File: config.mk
export PLATFORM = sky130hd
export DESIGN_NAME = fida_front_flat
export DESIGN_NICKNAME = d
export VERILOG_FILES = /design/src/sv/fida_pkg.sv /design/src/sv/fida_if.sv /design/src/sv/fida_front.sv /design/src/flat_wrapper.sv
export SDC_FILE = /design/constraint.sdc
export NUM_CORES = 1
export LEC_CHECK = 0
export BUFFER_PORTS_ARGS = -buffer_cell sky130_fd_sc_hd__buf_2
export CAP_MARGIN = 20
export CORE_UTILIZATION = 22
export DETAILED_ROUTE_END_ITERATION = 8
export PLACE_DENSITY = 0.83
export RECOVER_POWER = 50
export SLEW_MARGIN = 20
export SYNTH_ARGS = -nofsm -noshare
export SYNTH_HDL_FRONTEND = slang
export SYNTH_SLANG_ARGS = --single-unit
File: constraint.sdc
create_clock -name vclk -period 0.9
set_input_delay 0 -clock vclk [all_inputs]
set_output_delay 0 -clock vclk [all_outputs]
set_load 0.03 [all_outputs]
File: src/sv/fida_pkg.sv
package fida_pkg;

	localparam int ID_W = 10;
	localparam int OWNER_W = 23;
	localparam logic [ID_W-1:0] RESET_MAX_ID = 10'd512;

	typedef enum logic [1:0] {
		CMD_INIT  = 2'd0,
		CMD_ALLOC = 2'd1,
		CMD_FREE  = 2'd2,
		CMD_QUERY = 2'd3
	} cmd_t;

	typedef enum logic [1:0] {
		STAT_OK        = 2'd0,
		STAT_NONE_FREE = 2'd1,
		STAT_RANGE     = 2'd2,
		STAT_UNUSED    = 2'd3
	} status_t;

	typedef enum logic [1:0] {
		S_IDLE,
		S_EXEC,
		S_CLEAR
	} state_t;

	// classified command as it travels from front to back
	typedef struct packed {
		cmd_t               op;
		logic               id_zero;
		logic [ID_W-1:0]    id;
		logic [OWNER_W-1:0] owner;
	} item_t;

	typedef struct packed {
		logic               used;
		logic [OWNER_W-1:0] owner;
	} tab_word_t;

	typedef struct packed {
		logic clearing;
	} back_stat_t;

endpackage

File: src/sv/fida_if.sv
interface fida_cmd_if;
	logic                            valid;
	logic                            ready;
	fida_pkg::cmd_t                  cmd;
	logic [fida_pkg::ID_W-1:0]       id_in;
	logic [fida_pkg::OWNER_W-1:0]    owner_in;

	modport source (output valid, cmd, id_in, owner_in, input ready);
	modport sink (input valid, cmd, id_in, owner_in, output ready);
endinterface


File: src/sv/fida_front.sv
module fida_front (
	fida_cmd_if.sink              cmd_ch,
	input  fida_pkg::back_stat_t  stat,
	input  logic                  full,
	output logic                  push,
	output fida_pkg::item_t       push_data
);

	// nothing is taken while the tables are being swept
	assign cmd_ch.ready = !full && !stat.clearing;
	assign push = cmd_ch.valid && cmd_ch.ready;

	always_comb begin
		push_data.op = cmd_ch.cmd;
		push_data.owner = cmd_ch.owner_in;
		case (cmd_ch.cmd)
			fida_pkg::CMD_FREE, fida_pkg::CMD_QUERY: begin
				push_data.id = cmd_ch.id_in;
				push_data.id_zero = (cmd_ch.id_in == '0);
			end
			default: begin
				push_data.id = '0;
				push_data.id_zero = 1'b1;
			end
		endcase
	end

endmodule

File: src/flat_wrapper.sv
// flat-port wrapper written by rule: the top's interface ports become plain ports
module fida_front_flat 
  (stat, full, push, push_data, cmd_ch_valid, cmd_ch_cmd, cmd_ch_id_in, cmd_ch_owner_in, cmd_ch_ready);
  fida_cmd_if cmd_ch_i ();
  input  fida_pkg::back_stat_t stat;
  input  logic full;
  output logic push;
  output fida_pkg::item_t push_data;
  input wire logic [$bits(cmd_ch_i.valid)-1:0] cmd_ch_valid;
  input wire logic [$bits(cmd_ch_i.cmd)-1:0] cmd_ch_cmd;
  input wire logic [$bits(cmd_ch_i.id_in)-1:0] cmd_ch_id_in;
  input wire logic [$bits(cmd_ch_i.owner_in)-1:0] cmd_ch_owner_in;
  output wire logic [$bits(cmd_ch_i.ready)-1:0] cmd_ch_ready;
  assign cmd_ch_i.valid = cmd_ch_valid;
  assign cmd_ch_i.cmd = cmd_ch_cmd;
  assign cmd_ch_i.id_in = cmd_ch_id_in;
  assign cmd_ch_i.owner_in = cmd_ch_owner_in;
  assign cmd_ch_ready = cmd_ch_i.ready;
  fida_front u_core (.cmd_ch(cmd_ch_i), .stat(stat), .full(full), .push(push), .push_data(push_data));
endmodule
==> summary.md <==
| Metric | Value |
|---|---|
| Outcome | finished, violations left |
| Failing checks | negative setup slack |
| Boundary Pins | 76 |
| Via/cell ratio | about 4.5 |
| YS warnings | 0 |
| Critical path type | input port to primary output |
| Post-DR wirelength/cell | between 10 and 15 um |
| GRT Total Usage | under 10% |
| Die area | roughly 1500 sq um |
| Top cell by count, worst path | buf_6 |
| Multi-input logic area | 124 sq um |
| Number of fillers in the final layout | 139 |
| Fin crit period | around 1.1 ns |
| Fin crit share | 124% |
| Setup ws final | -0.215 ns |
| Number of max-cap violations | 0 |
| Class of the worst hold path | input port to primary output |
| GPL Wtd Cong | around 0.63 |
| CP arrival | approximately 1.1 ns |
| Synth Instances | between 40 and 50 |
| Top area cells in the synthesized netlist | buf_4 63%, and2_1 21%, o41ai_2 5.4% |
| Setup crit end | push_data[33] |
| Setup violations, final | 1 |
| Lkg Pwr | 0.000176 uW |
| Crit path launch type | input port |
| Total power | 177 uW |
| DR vias | roughly 260 |
| DRC | 0 |
| Nets@finish | 83 |
| Layout cell share with drive strength beyond 1 | about three quarters |
| Die height | 38.9 um |
| Fin util | about a quarter |
| Mean Syn Cell Area | 7.32 sq um |
| IO buf count | 28 |
| Register area share after synthesis | 0% |
| Critical path's largest stage delay | 0.53 ns |
| Starting Density | around a quarter |
| Rel. slew slack | 83.0% |
| Row count | 12 |
| First-pass GRT wire length | 759 um |
| Reg area | 0 sq um |
| Largest area contributor in the netlist | buf_4 |
| Maximum VDD drop | 0.153 mV |
| Pwr Density | 591 nW/um^2 |
| Core ar. | roughly 1200 sq um |
| Ant diodes | 0 |
| Synth top area share | around 63% |
| Critical path origin | cmd_ch_id_in[0] |
| Post-Syn Nets | 79 |
| Worst-path cell chain | buf_6 -> or4_4 -> o41ai_4 -> buf_6 |
| Initial drt markers | 0 |
| Overflow after GRT | 0 |
| Largest net degree at the start of global routing | 13 |
| Seq_cells | 0 |
| Routed Wire Length | 610 um |
| TritonRoute pass-1 iters | 1 |
| Post-Syn Area | around 300 sq um |
| Die width | 38.9 um |
| WP data required | around 0.90 ns |
| Initial antenna violation count | 0 |
| Vias in the first global route | about 200 |
| Fmax | 0.897 GHz |
| Final Hold Vio Count | 0 |
| Number of routed nets with antenna violations | 0 |
| CP Max Fanout | 2 |
| Area Growth Syn to Fin | 0% |
| CLK BUF | 0 |
| TNS Setup | -0.215 ns |
| Hold buffer count at cts | 0 |
| CP max stage cell | or4_4 |
| RSZ-0062 raised after global routing | true |
| Cell variety after synth | 8 |
| CP Capture Type | primary output |
| Max Slew Vio Count | 0 |
| Slew @ Worst Pin | approximately 0.25 ns |
[metrics by stage]
stage / worst slack [ns] / hold WS, ns / cells / area (sq um)
after CTS: -0.249 / 0.000222 / 57 / 290
after floorplan: -0.148 / 0.112 / 41 / 312
after global routing: -0.258 / 0.0000435 / 57 / 300
after detailed placement: -0.287 / 0.000222 / 57 / 278
after global placement: -0.261 / 0.000222 / 57 / 278
final: -0.215 / 0.0000132 / 57 / 300
[cell usage after synthesis]
| cell type | n |
|---|---|
| and2_1 | 10 |
| and2_2 | 1 |
| buf_4 | 25 |
| clkbuf_1 | 1 |
| nor2_1 | 1 |
| o41ai_2 | 1 |
| or4_1 | 1 |
| or4_4 | 1 |
[area by class of cell]
cell class	count	area share, %
repair buffers	28	52.9
well taps	14	5.83
multi-input cells	15	41.3
[layer usage]
metal,share of wire [%],track usage [%],vias up
met1,31,5.74,113
met4,1.5,1.72,0
met2,48,15.4,31
li1,-,-,109
met3,20,1.73,2
met5,0,0,-
[where the power goes]
| group | internal, uW | switching [uW] | total (uW) | leakage, uW |
|---|---|---|---|---|
| Clock | 0 | 0 | 0 | 0 |
| Sequential | 0 | 0 | 0 | 0 |
| Combinational | 70.9 | 107 | 177 | 0.000176 |
| Total | 70.9 | 107 | 177 | 0.000176 |
[how the worst min path moves through the flow]
stage / cells after the start / from / endpoint / slack, ns
floorplan: 1 / full / cmd_ch_ready / 0.11
global placement: 0 / cmd_ch_owner_in[11] / push_data[11] / 0.0002
detailed placement: 0 / cmd_ch_owner_in[11] / push_data[11] / 0.0002
CTS: 0 / cmd_ch_owner_in[11] / push_data[11] / 0.0002
global route: 0 / cmd_ch_owner_in[2] / push_data[2] / 0.00004
finish: 0 / cmd_ch_owner_in[20] / push_data[20] / 0.00001
[logic make-up after synthesis]
| kind of cell | synth area share, % |
|---|---|
| buf+inv | 63.7 |
| simple gates | 30.8 |
| compound gates | 5.42 |
[timing repair]
item                       CTS  global route
pin swaps                    2             2
gates resized for setup      3             2
setup buffers                0             0
setup endpoints to repair    1             1
[layout by cell type, fill, tap and decap left out, drive strengths merged]
| master | n |
|---|---|
| or4 | 2 |
| buf | 28 |
| and2 | 11 |
| nor2 | 1 |
| o41ai | 1 |
[worst max-delay path: cells and delay by family]
kind,cells,cell delay [ns]
AO/OA/AOI/OAI,1,0.31
AND/OR/NAND/NOR,1,0.53
buffers and inverters,2,0.27
(Power assumes the default switching activity.)
