==> src/sv/fida_pkg.sv <==
package fida_pkg;

	localparam int ID_W = 10;
	localparam int OWNER_W = 23;
	localparam logic [ID_W-1:0] RESET_MAX_ID = 10'd512;

	typedef enum logic [1:0] {
		CMD_INIT  = 2'd0,
		CMD_ALLOC = 2'd1,
		CMD_FREE  = 2'd2,
		CMD_QUERY = 2'd3
	} cmd_t;

	typedef enum logic [1:0] {
		STAT_OK        = 2'd0,
		STAT_NONE_FREE = 2'd1,
		STAT_RANGE     = 2'd2,
		STAT_UNUSED    = 2'd3
	} status_t;

	typedef enum logic [1:0] {
		S_IDLE,
		S_EXEC,
		S_CLEAR
	} state_t;

	// classified command as it travels from front to back
	typedef struct packed {
		cmd_t               op;
		logic               id_zero;
		logic [ID_W-1:0]    id;
		logic [OWNER_W-1:0] owner;
	} item_t;

	typedef struct packed {
		logic               used;
		logic [OWNER_W-1:0] owner;
	} tab_word_t;

	typedef struct packed {
		logic clearing;
	} back_stat_t;

endpackage

==> src/sv/fida_fifo.sv <==
module fida_fifo #(
	parameter int DEPTH = 2
) (
	input  logic            clk,
	input  logic            arst_n,
	input  logic            push,
	input  fida_pkg::item_t push_data,
	output logic            full,
	input  logic            pop,
	output fida_pkg::item_t pop_data,
	output logic            empty
);

	localparam int AW = (DEPTH > 1) ? $clog2(DEPTH) : 1;
	localparam int CW = $clog2(DEPTH + 1);

	fida_pkg::item_t entry_q [DEPTH];
	logic [AW-1:0]   wr_ptr_q;
	logic [AW-1:0]   rd_ptr_q;
	logic [CW-1:0]   fill_q;

	assign full = (fill_q == CW'(DEPTH));
	assign empty = (fill_q == '0);
	assign pop_data = entry_q[rd_ptr_q];

	always_ff @(posedge clk or negedge arst_n) begin
		if (!arst_n) begin
			wr_ptr_q <= '0;
			rd_ptr_q <= '0;
			fill_q <= '0;
		end else begin
			if (push) begin
				wr_ptr_q <= (wr_ptr_q == AW'(DEPTH - 1)) ? '0 : wr_ptr_q + 1'b1;
			end
			if (pop) begin
				rd_ptr_q <= (rd_ptr_q == AW'(DEPTH - 1)) ? '0 : rd_ptr_q + 1'b1;
			end
			if (push && !pop) begin
				fill_q <= fill_q + 1'b1;
			end else if (pop && !push) begin
				fill_q <= fill_q - 1'b1;
			end
		end
	end

	always_ff @(posedge clk) begin
		if (push) begin
			entry_q[wr_ptr_q] <= push_data;
		end
	end

	a_no_overflow: assert property (@(posedge clk) disable iff (!arst_n) push |-> !full)
		else $error("command queue written while full");
	a_no_underflow: assert property (@(posedge clk) disable iff (!arst_n) pop |-> !empty)
		else $error("command queue read while empty");

endmodule

==> config.mk <==
export PLATFORM = sky130hd
export DESIGN_NAME = fida_fifo
export DESIGN_NICKNAME = d
export VERILOG_FILES = /design/src/sv/fida_pkg.sv /design/src/sv/fida_fifo.sv
export SDC_FILE = /design/constraint.sdc
export NUM_CORES = 1
export LEC_CHECK = 0
export BUFFER_PORTS_ARGS = -buffer_cell sky130_fd_sc_hd__buf_2
export CORE_UTILIZATION = 49
export CTS_BUF_LIST = sky130_fd_sc_hd__clkbuf_4
export DETAILED_ROUTE_END_ITERATION = 6
export GPL_TIMING_DRIVEN = 0
export PLACE_DENSITY = 0.78
export SETUP_SLACK_MARGIN = 0.02
export SLEW_MARGIN = 10
export SYNTH_ARGS = -nofsm -noshare
export SYNTH_HDL_FRONTEND = slang
export SYNTH_SLANG_ARGS = --single-unit
==> constraint.sdc <==
create_clock -name clk -period 2.7 [get_ports clk]
set_clock_uncertainty 0.15 [all_clocks]
set_input_delay 0 -clock clk [delete_from_list [all_inputs] [get_ports clk]]
set_output_delay 0 -clock clk [all_outputs]
set_load 0.03 [all_outputs]
==> impl_metrics.yaml, run 1 <==
setup_path:
  end_kind: "output pin"
  crit_type: "reg -> out"
  timing.critical_path.required_ns: 2.55
  setup.worst_path.start: "rd_ptr_q"
  timing.critical_path.from_type: "flip-flop"
  worst-r2r-cell-count: 2
  arrival_ns: 1.59
  startpoint_of_the_worst_register_to_register_path: "wr_ptr_q"
  critical_path.reg2reg.endpoint: "entry_q[0][8]"
  timing.critical_path.fanout_max: 10
  r2r_setup_slack_ns: 1.15
drt:
  vias_per_cell: 4.767
  route.detailed.drc: 0
  drt-initial-drc-count: 59
  routed_wirelength_mm: 5.146
  route.antenna.remaining_nets: 0
  routed-via-count: 1597
  avgRoutedWirePerCell_um: 15.36
  drtPass1Iterations: 4
sta:
  worst-slew-pin-transition_ns: 0.4546
  finalMaxSlewViolations: 0
  period_needed_ns: 1.738
  setup_viol_count_final: 0
  maxClockFrequency_ghz: 0.5754
  setup_repair_after_global_routing_missed_its_margin: "false"
  fin_hold_ws_ns: 0.1686
  hold_viol: 0
  worst_slew_margin_rel_pct: 69.63
  min_period_over_period_pct: 64.37
global_route:
  wire_length_of_the_first_global_routing_pass_mm: 8.107
  antenna_found_initial: 0
  grt-ovfl-total: 0
  grt_pass1_vias: 1761
  largest_net_degree_at_the_start_of_global_routing: 25
  grt_use_total_pct: 17.94
cts:
  tritoncts: "built"
  inserted_clock_buffers: 9
  root_buffer: "sky130_fd_sc_hd__clkbuf_4"
  worstSkewPairLatency_ns: 0.40
  post_cts.resized_instances: 0
  cts.htree.levels: 3
  clock_tree.buffer_depth: 2
  cts_sinks: 76
  clk_pin_slew_ns: 0.11
yosys:
  syn_inst: 128
  synth-seq-area-share_pct: 77.10
  ys_seq_elements: 76
  total_number_of_yosys_warnings: 0
  syn_nets: 169
  syn_avg_cell_area_um2: 22.92
  yosys.cell_types.count: 13
  syn_area_um2: 2934
worst_hold_path:
  whs_path_cells: 2
  path_class_of_the_lowest_slack_min_delay_path: "in -> reg"
  timing.hold.worst.start: "push_data[11]"
  hold_end: "entry_q[0][11]"
floorplan:
  fp.dieArea_um2: 6301
  initial_utilization_pct: 52.01
  pin_count: 78
  coreArea_um2: 5642
  die_height_um: 79.38
  die_w_um: 79.38
  placement_rows: 27
place:
  numPortBuffers: 77
  globalplace.congestion: 0.6843
  detailedPlacementHpwl_mm: 3.082
  place_area_um2: 3458
final_layout:
  syn_to_final_growth_pct: 36.76
  post-route-cell-area_um2: 4013
  layout-drive-gt1-share_pct: 51.71
  final_net_count: 299
  diodes: 0
  n_fill_cell: 352
power:
  pwr-share-clk_pct: 18.1
  power.static_leakage_uw: 0.001649
  power.density_nw_per_um2: 1022
  power.switching_fraction_pct: 34.53
  max-vdd-ir-drop_v: 0.0005927
  internal_power_uw: 2684
  power.share.sequential_pct: 40.1
  power.share.combinational_pct: 41.8
  netSwitchingPower_uw: 1416
flow_run:
  timing.max_cap.violations: 0
run_status:
  outcome: "complete, no violations"
synth_stat cells:
cell type	count	area share [%]
sky130_fd_sc_hd__and2_1	1	0.21
sky130_fd_sc_hd__buf_12	3	2.0
sky130_fd_sc_hd__buf_6	1	0.38
sky130_fd_sc_hd__dfrtp_1	4	3.4
sky130_fd_sc_hd__edfxtp_1	72	74
sky130_fd_sc_hd__ha_1	1	0.43
sky130_fd_sc_hd__inv_1	1	0.13
sky130_fd_sc_hd__mux2_2	7	2.7
sky130_fd_sc_hd__mux2_4	29	15
sky130_fd_sc_hd__nor2_1	2	0.26
sky130_fd_sc_hd__nor2b_1	2	0.43
sky130_fd_sc_hd__xnor2_1	1	0.30
sky130_fd_sc_hd__xor2_1	4	1.2
power by group through the flow:
stage	logic [µW]	clock network (µW)	registers (µW)
6_report	1710	743	1640
5_1_grt	1810	794	1670
4_1_cts	1730	760	1640
3_5_place_dp	1680	0	1670
3_3_place_gp	1620	0	1670
2_1_floorplan	1280	0	1660
cells by family after synthesis:
family | Yosys count | share of synthesized area, %
buffers and inverters | 5 | 2.559
flip-flops | 76 | 77.10
adder cells (fa/ha/maj) | 1 | 0.4264
XOR/XNOR | 5 | 1.492
AND/OR/NAND/NOR | 5 | 0.8957
multiplexers | 36 | 17.53
layout by cell type, fill, tap and decap left out:
master	n
sky130_fd_sc_hd__buf_2	77
sky130_fd_sc_hd__edfxtp_1	72
sky130_fd_sc_hd__dlygate4sd3_1	40
sky130_fd_sc_hd__mux2_4	29
sky130_fd_sc_hd__clkbuf_4	10
sky130_fd_sc_hd__mux2_2	7
sky130_fd_sc_hd__buf_12	5
sky130_fd_sc_hd__xor2_1	4
sky130_fd_sc_hd__dfrtp_1	4
sky130_fd_sc_hd__clkinv_2	3
sky130_fd_sc_hd__nor2_1	2
sky130_fd_sc_hd__bufinv_16	2
sky130_fd_sc_hd__buf_6	1
sky130_fd_sc_hd__inv_1	1
sky130_fd_sc_hd__nor2b_1	1
sky130_fd_sc_hd__and2_2	1
sky130_fd_sc_hd__nor2b_4	1
sky130_fd_sc_hd__xnor2_1	1
sky130_fd_sc_hd__ha_1	1
sky130_fd_sc_hd__clkinv_1	1
critical path, stage by stage (launching register included):
cell	delay, ns
sky130_fd_sc_hd__dfrtp_1	0.35
sky130_fd_sc_hd__buf_6	0.17
sky130_fd_sc_hd__buf_12	0.17
sky130_fd_sc_hd__mux2_4	0.31
sky130_fd_sc_hd__buf_2	0.18
state kept, by name, indices dropped and copies added, names as in the netlist:
name,cells
entry_q,72
wr_ptr_q,1
fill_q,2
rd_ptr_q,1
per-layer routing:
layer	part of all wire, %	routed length, µm	track usage, %
met5	0	0	0
met4	2.6	136	9.273
met3	4.8	247	4.229
met2	51	2622	31.03
met1	42	2139	20.72
worst max-delay path by stage:
stage	endpoint	slack, ns	depth (start not counted)
2_1_floorplan	entry_q[0][0]	0.1	1
3_3_place_gp	entry_q[0][26]	-0.81	1
3_5_place_dp	entry_q[0][9]	1.15	2
4_1_cts	pop_data[33]	0.94	4
5_1_grt	pop_data[2]	0.89	4
6_report	pop_data[2]	0.96	4
per-stage QoR:
| step | util (%) | cells | total power (µW) | TNS, ns | worst slack [ns] |
|---|---|---|---|---|---|
| 3_3_place_gp | 60.43 | 277 | 3293 | -29.09 | -0.8087 |
| 3_5_place_dp | 61.30 | 279 | 3348 | 0 | 1.148 |
| 4_1_cts | 71.12 | 335 | 4131 | 0 | 0.9350 |
| 2_1_floorplan | - | 128 | 2940 | 0 | 0.09907 |
| 6_report | 71.12 | 335 | 4099 | 0 | 0.9620 |
| 5_1_grt | 71.12 | 335 | 4275 | 0 | 0.8906 |
what timing repair did:
item                                    in CTS  in global routing
endpoints found under the setup margin       0                  0
endpoints found under the hold margin       92                  0
buffers inserted                             0                  0
hold buffers                                40                  0
cell type report:
| type | count | area, µm² | area share, % |
|---|---|---|---|
| Buffer | 4 | 71.32 | 1.777 |
| Clock buffer | 10 | 75.07 | 1.871 |
| Clock inverter | 6 | 78.83 | 1.964 |
| Inverter | 1 | 3.754 | 0.09355 |
| Multi-Input combinational cell | 47 | 605.6 | 15.09 |
| Sequential cell | 76 | 2262 | 56.38 |
| Tap cell | 72 | 90.09 | 2.245 |
| Timing Repair Buffer | 119 | 825.8 | 20.58 |
Power figures use the tool's default switching activity.
==> run 2: changes to the inputs <==
--- a/config.mk
+++ b/config.mk
@@ -6,11 +6,11 @@
 export NUM_CORES = 1
 export LEC_CHECK = 0
 export BUFFER_PORTS_ARGS = -buffer_cell sky130_fd_sc_hd__buf_2
-export CORE_UTILIZATION = 49
+export CORE_UTILIZATION = 54
 export CTS_BUF_LIST = sky130_fd_sc_hd__clkbuf_4
 export DETAILED_ROUTE_END_ITERATION = 6
 export GPL_TIMING_DRIVEN = 0
-export PLACE_DENSITY = 0.78
+export PLACE_DENSITY = 0.82
 export SETUP_SLACK_MARGIN = 0.02
 export SLEW_MARGIN = 10
 export SYNTH_ARGS = -nofsm -noshare
==> constraint.sdc (replaced) <==
create_clock -name clk -period 1.65 [get_ports clk]
set_clock_uncertainty 0.15 [all_clocks]
set_input_delay 0 -clock clk [delete_from_list [all_inputs] [get_ports clk]]
set_output_delay 0 -clock clk [all_outputs]
set_load 0.03 [all_outputs]
==> impl_metrics.yaml, run 2 (synthesis results as in run 1) <==
final_layout:
  layout-drive-gt1-share_pct: 51.87
  regMostFlops: "entry_q"
  most_used_cells_in_the_layout_excluding_fill_and_tap_cells: "sky130_fd_sc_hd__edfxtp_1, sky130_fd_sc_hd__buf_2, sky130_fd_sc_hd__dlygate4sd3_1"
  n_fill_cell: 236
  most_frequent_standard_cell_in_the_layout_excluding_fill_and_tap_cells: "sky130_fd_sc_hd__edfxtp_1"
  final_net_count: 304
  diodes: 0
  max_ffs_per_register: 72
  largestRegisters: "entry_q x72, fill_q x2"
  post-route-cell-area_um2: 4319
  syn_to_final_growth_pct: 47.21
power:
  max-vdd-ir-drop_v: 0.001075
  finalPower_uw: 7396
  power.static_leakage_uw: 0.001784
  power.density_nw_per_um2: 1712
run_status:
  violated_checks: "negative setup slack"
  outcome: "finished, violations left"
global_route:
  grt-ovfl-total: 0
  wire_length_of_the_first_global_routing_pass_mm: 8.204
  grt_pass1_vias: 1692
  grt_use_total_pct: 21.33
  largest_net_degree_at_the_start_of_global_routing: 37
  antenna_found_initial: 0
place:
  place_area_um2: 3416
  globalplace.congestion: 0.6625
  dp_slack_ns: -0.1563
  numPortBuffers: 77
  detailedPlacementHpwl_mm: 2.718
setup_path:
  crit_type: "reg -> out"
  setup.worst_path.start: "rd_ptr_q"
  cpMaxStageDelayCell: "sky130_fd_sc_hd__dfrtp_1"
  startpoint_of_the_worst_register_to_register_path: "wr_ptr_q"
  timing.critical_path.fanout_max: 8
  path_cells: "buf_12, buf_12, mux2_4, buf_6"
  end_kind: "output pin"
  timing.critical_path.required_ns: 1.50
  arrival_ns: 1.58
  critical_path.max_stage_delay_ns: 0.41
  timing.critical_path.from_type: "flip-flop"
  crit_top_cell: "sky130_fd_sc_hd__buf_12"
sta:
  worst_slew_margin_rel_pct: 63.02
  setup_viol_count_final: 36
  period_needed_ns: 1.728
  maxClockFrequency_ghz: 0.5788
  timing.final.ws_setup_ns: -0.07781
  setup_repair_after_global_routing_missed_its_margin: "true"
  worst-slew-pin-transition_ns: 0.5535
  min_period_over_period_pct: 104.7
  finalSetupTns_ns: -2.144
  hold_viol: 0
  finalMaxSlewViolations: 0
drt:
  avgRoutedWirePerCell_um: 16.77
  routed-via-count: 1638
  route.antenna.remaining_nets: 0
  route.detailed.drc: 0
  drtPass1Iterations: 4
  drt-initial-drc-count: 54
  routed_wirelength_mm: 5.668
  vias_per_cell: 4.846
cts:
  clock_tree.buffer_depth: 2
  tritoncts: "built"
  worstSkewPairLatency_ns: 0.40
  cts.htree.levels: 3
  root_buffer: "sky130_fd_sc_hd__clkbuf_4"
  cts_sinks: 76
  clk_pin_slew_ns: 0.11
  inserted_clock_buffers: 9
worst_hold_path:
  path_class_of_the_lowest_slack_min_delay_path: "in -> reg"
  timing.hold.worst.start: "push_data[0]"
floorplan:
  die_w_um: 75.71
  coreArea_um2: 5172
  initial_utilization_pct: 56.72
  placement_rows: 26
  fp.dieArea_um2: 5732
  die_height_um: 75.71
  pin_count: 78
flow_run:
  timing.max_cap.violations: 0
run 2: cell types whose count changed in the layout (fill, tap and decap cells not counted), sizes merged:
cell,previous run,this run
nor2b,2,3
buf,83,87
bufinv,2,0
clkbuf,10,12
run 2: area by class of cell:
class | count | area [µm²] | area share (%)
sequential | 76 | 2262 | 52.38
timing repair buffer | 123 | 1132 | 26.22
multi-input combinational | 48 | 646.9 | 14.98
clock buffer | 12 | 90.09 | 2.086
tap | 70 | 87.58 | 2.028
buffer | 4 | 80.08 | 1.854
clock inverter | 4 | 16.27 | 0.3766
inverter | 1 | 3.754 | 0.08691
run 2: final timing paths:
check / to / slack [ns] / cells past startpoint
worst min-delay path: entry_q[0][0] / 0.15 / 2
worst min register to register: fill_q[1] / 0.36 / 1
max in group asynchronous: wr_ptr_q / 0.82 / 3
min in group asynchronous: fill_q[1] / 0.35 / 3
worst max register to register: entry_q[1][8] / 0.11 / 1
worst max-delay path: pop_data[22] / -0.08 / 4
run 2: where the power goes:
part           switching (µW)  internal (µW)
combinational            1790           1950
sequential                159           2570
clock                     585            346
run 2: worst max-delay path, delay by kind of cell, from the launching register on:
| family | cells | cell delay, ns |
|---|---|---|
| mux | 1 | 0.31 |
| buf+inv | 3 | 0.45 |
| flops | 1 | 0.41 |
run 2: timing repair:
action	in CTS	in global routing
hold buffers	40	0
resized for setup	81	6
endpoints found under the hold margin	116	0
buffers inserted	3	0
cloned	4	0
endpoints found under the setup margin	104	36
run 2: routing by layer:
metal	vias up	share of wire (%)	global-route usage, %
met3	8	4.6	4.894
li1	773	-	-
met4	0	1.4	9.259
met1	794	41	24.73
met5	-	0	0
met2	63	53	38.10
run 2: stage by stage:
step,utilization (%),cells,hold WS (ns)
after floorplan,-,128,-0.4456
after global placement,66.04,275,-0.3405
after detailed placement,66.04,275,-0.3381
after CTS,83.07,338,0.1418
after global routing,83.50,338,0.1365
final,83.50,338,0.1513
==> run 3: changes to the inputs <==
--- a/config.mk
+++ b/config.mk
@@ -6,13 +6,16 @@
 export NUM_CORES = 1
 export LEC_CHECK = 0
 export BUFFER_PORTS_ARGS = -buffer_cell sky130_fd_sc_hd__buf_2
+export CORE_MARGIN = 2
 export CORE_UTILIZATION = 54
 export CTS_BUF_LIST = sky130_fd_sc_hd__clkbuf_4
 export DETAILED_ROUTE_END_ITERATION = 6
 export GPL_TIMING_DRIVEN = 0
+export MAX_ROUTING_LAYER = met4
 export PLACE_DENSITY = 0.82
 export SETUP_SLACK_MARGIN = 0.02
 export SLEW_MARGIN = 10
 export SYNTH_ARGS = -nofsm -noshare
 export SYNTH_HDL_FRONTEND = slang
 export SYNTH_SLANG_ARGS = --single-unit
+export TNS_END_PERCENT = 10
==> impl_metrics.yaml, run 3 (synthesis results as in run 1) <==
run_status:
  outcome: "finished, violations left"
  violated_checks: "negative setup slack"
setup_path:
  startpoint_of_the_worst_register_to_register_path: "wr_ptr_q"
  end_kind: "output pin"
  timing.critical_path.fanout_max: 10
  worst-r2r-cell-count: 2
  timing.critical_path.required_ns: 1.50
  timing.critical_path.from_type: "flip-flop"
  setup.worst_path.start: "rd_ptr_q"
  arrival_ns: 1.58
  r2r_setup_slack_ns: 0.10
  critical_path.endpoint: "pop_data[26]"
  critical_path.reg2reg.endpoint: "entry_q[1][22]"
  crit_type: "reg -> out"
final_layout:
  n_fill_cell: 258
  regMostFlops: "entry_q"
  diodes: 0
  instances_no_fill: 333
  final_net_count: 299
  max_ffs_per_register: 72
  syn_to_final_growth_pct: 42.13
  seqCellArea_um2: 2262
  most_used_cells_in_the_layout_excluding_fill_and_tap_cells: "sky130_fd_sc_hd__edfxtp_1, sky130_fd_sc_hd__buf_2, sky130_fd_sc_hd__dlygate4sd3_1"
  post-route-cell-area_um2: 4170
  multi_input_area_um2: 620.6
  largestRegisters: "entry_q x72, fill_q x2"
  most_frequent_standard_cell_in_the_layout_excluding_fill_and_tap_cells: "sky130_fd_sc_hd__edfxtp_1"
  layout-drive-gt1-share_pct: 51.71
global_route:
  largest_net_degree_at_the_start_of_global_routing: 22
  grt_pass1_vias: 1826
  grt-ovfl-total: 0
  antenna_found_initial: 0
  grt_use_total_pct: 21.09
  wire_length_of_the_first_global_routing_pass_mm: 8.935
flow_run:
  timing.max_cap.violations: 0
drt:
  routed_wirelength_mm: 5.715
  drtPass1Iterations: 4
  routed-via-count: 1627
  avgRoutedWirePerCell_um: 17.16
  route.antenna.remaining_nets: 0
  drt-initial-drc-count: 46
  vias_per_cell: 4.886
  route.detailed.drc: 0
floorplan:
  coreArea_um2: 5172
  die_height_um: 77.71
  placement_rows: 26
  die_w_um: 77.71
  pin_count: 78
  fp.dieArea_um2: 6039
  initial_utilization_pct: 56.72
place:
  detailedPlacementHpwl_mm: 3.070
  place.detailed.instances: 276
  globalplace.congestion: 0.6969
  numPortBuffers: 77
  place_area_um2: 3443
sta:
  worst_slew_margin_rel_pct: 62.76
  setup_repair_after_global_routing_missed_its_margin: "true"
  setup_viol_count_final: 29
  min_period_over_period_pct: 105.1
  hold_viol: 0
  period_needed_ns: 1.734
  finalMaxSlewViolations: 0
  fin_hold_ws_ns: 0.1681
  worst-slew-pin-transition_ns: 0.5575
  maxClockFrequency_ghz: 0.5767
  timing.final.ws_setup_ns: -0.08403
worst_hold_path:
  timing.hold.worst.start: "push_data[25]"
  path_class_of_the_lowest_slack_min_delay_path: "in -> reg"
cts:
  clock_tree.buffer_depth: 2
  post_cts_setup_buffer_count: 0
  clk_pin_slew_ns: 0.11
  cts.htree.levels: 3
  inserted_clock_buffers: 9
  tritoncts: "built"
  root_buffer: "sky130_fd_sc_hd__clkbuf_4"
  worstSkewPairLatency_ns: 0.40
  cts_sinks: 76
power:
  max-vdd-ir-drop_v: 0.001227
  power.density_nw_per_um2: 1671
  power.static_leakage_uw: 0.001702
run 3: worst max-delay path: stages, from the launching register on:
cell                      delay, ns
sky130_fd_sc_hd__dfrtp_1       0.42
sky130_fd_sc_hd__buf_8         0.16
sky130_fd_sc_hd__buf_12        0.15
sky130_fd_sc_hd__mux2_4        0.31
sky130_fd_sc_hd__buf_6         0.14
run 3: repair_timing:
action / in CTS / in global routing
pin swaps: 0 / 0
gates cloned: 1 / 0
hold buffers: 40 / 0
resized for setup: 66 / 1
endpoints found under the hold margin: 116 / 0
setup endpoints to repair: 71 / 36
run 3: metrics by stage:
stage	util (%)	setup TNS, ns	worst slack, ns	power, µW
3_5_place_dp	66.57	-5.459	-0.1537	5465
3_3_place_gp	66.01	-27.21	-0.6160	5368
4_1_cts	80.55	-2.034	-0.07821	6941
6_report	80.62	-2.213	-0.08403	6968
5_1_grt	80.62	-4.424	-0.1499	7244
2_1_floorplan	-	-7.429	-0.2064	4813
run 3: area by class of cell:
cell class / count / area share [%]
Inverter: 1 / 0.09001
Buffer: 4 / 1.800
Clock inverter: 3 / 0.3300
Clock buffer: 13 / 2.340
Multi-Input combinational cell: 48 / 14.88
Timing Repair Buffer: 118 / 24.21
Sequential cell: 76 / 54.25
Tap cell: 70 / 2.100
run 3: how the worst min path moves through the flow:
stage                           to  cells past startpoint  slack [ns]
finish              entry_q[0][25]                      2        0.17
floorplan                fill_q[0]                      0       -0.45
CTS                 entry_q[0][25]                      2        0.14
global route        entry_q[0][21]                      2        0.14
detailed placement        rd_ptr_q                      1       -0.34
global placement          rd_ptr_q                      1       -0.34
run 3: layer usage:
layer / global-route usage, % / routed length [µm] / share of wire (%)
met3: 4.419 / 230 / 4.0
met4: 10.54 / 110 / 1.9
met2: 39.31 / 3279 / 57
met1: 20.36 / 2095 / 37
met5: - / 0 / 0
run 3: where the power goes:
group / internal [µW] / switching, µW / leakage [µW]
Combinational: 1600 / 1700 / 0.000910
Sequential: 2560 / 153 / 0.000722
Clock: 370 / 576 / 0.0000692
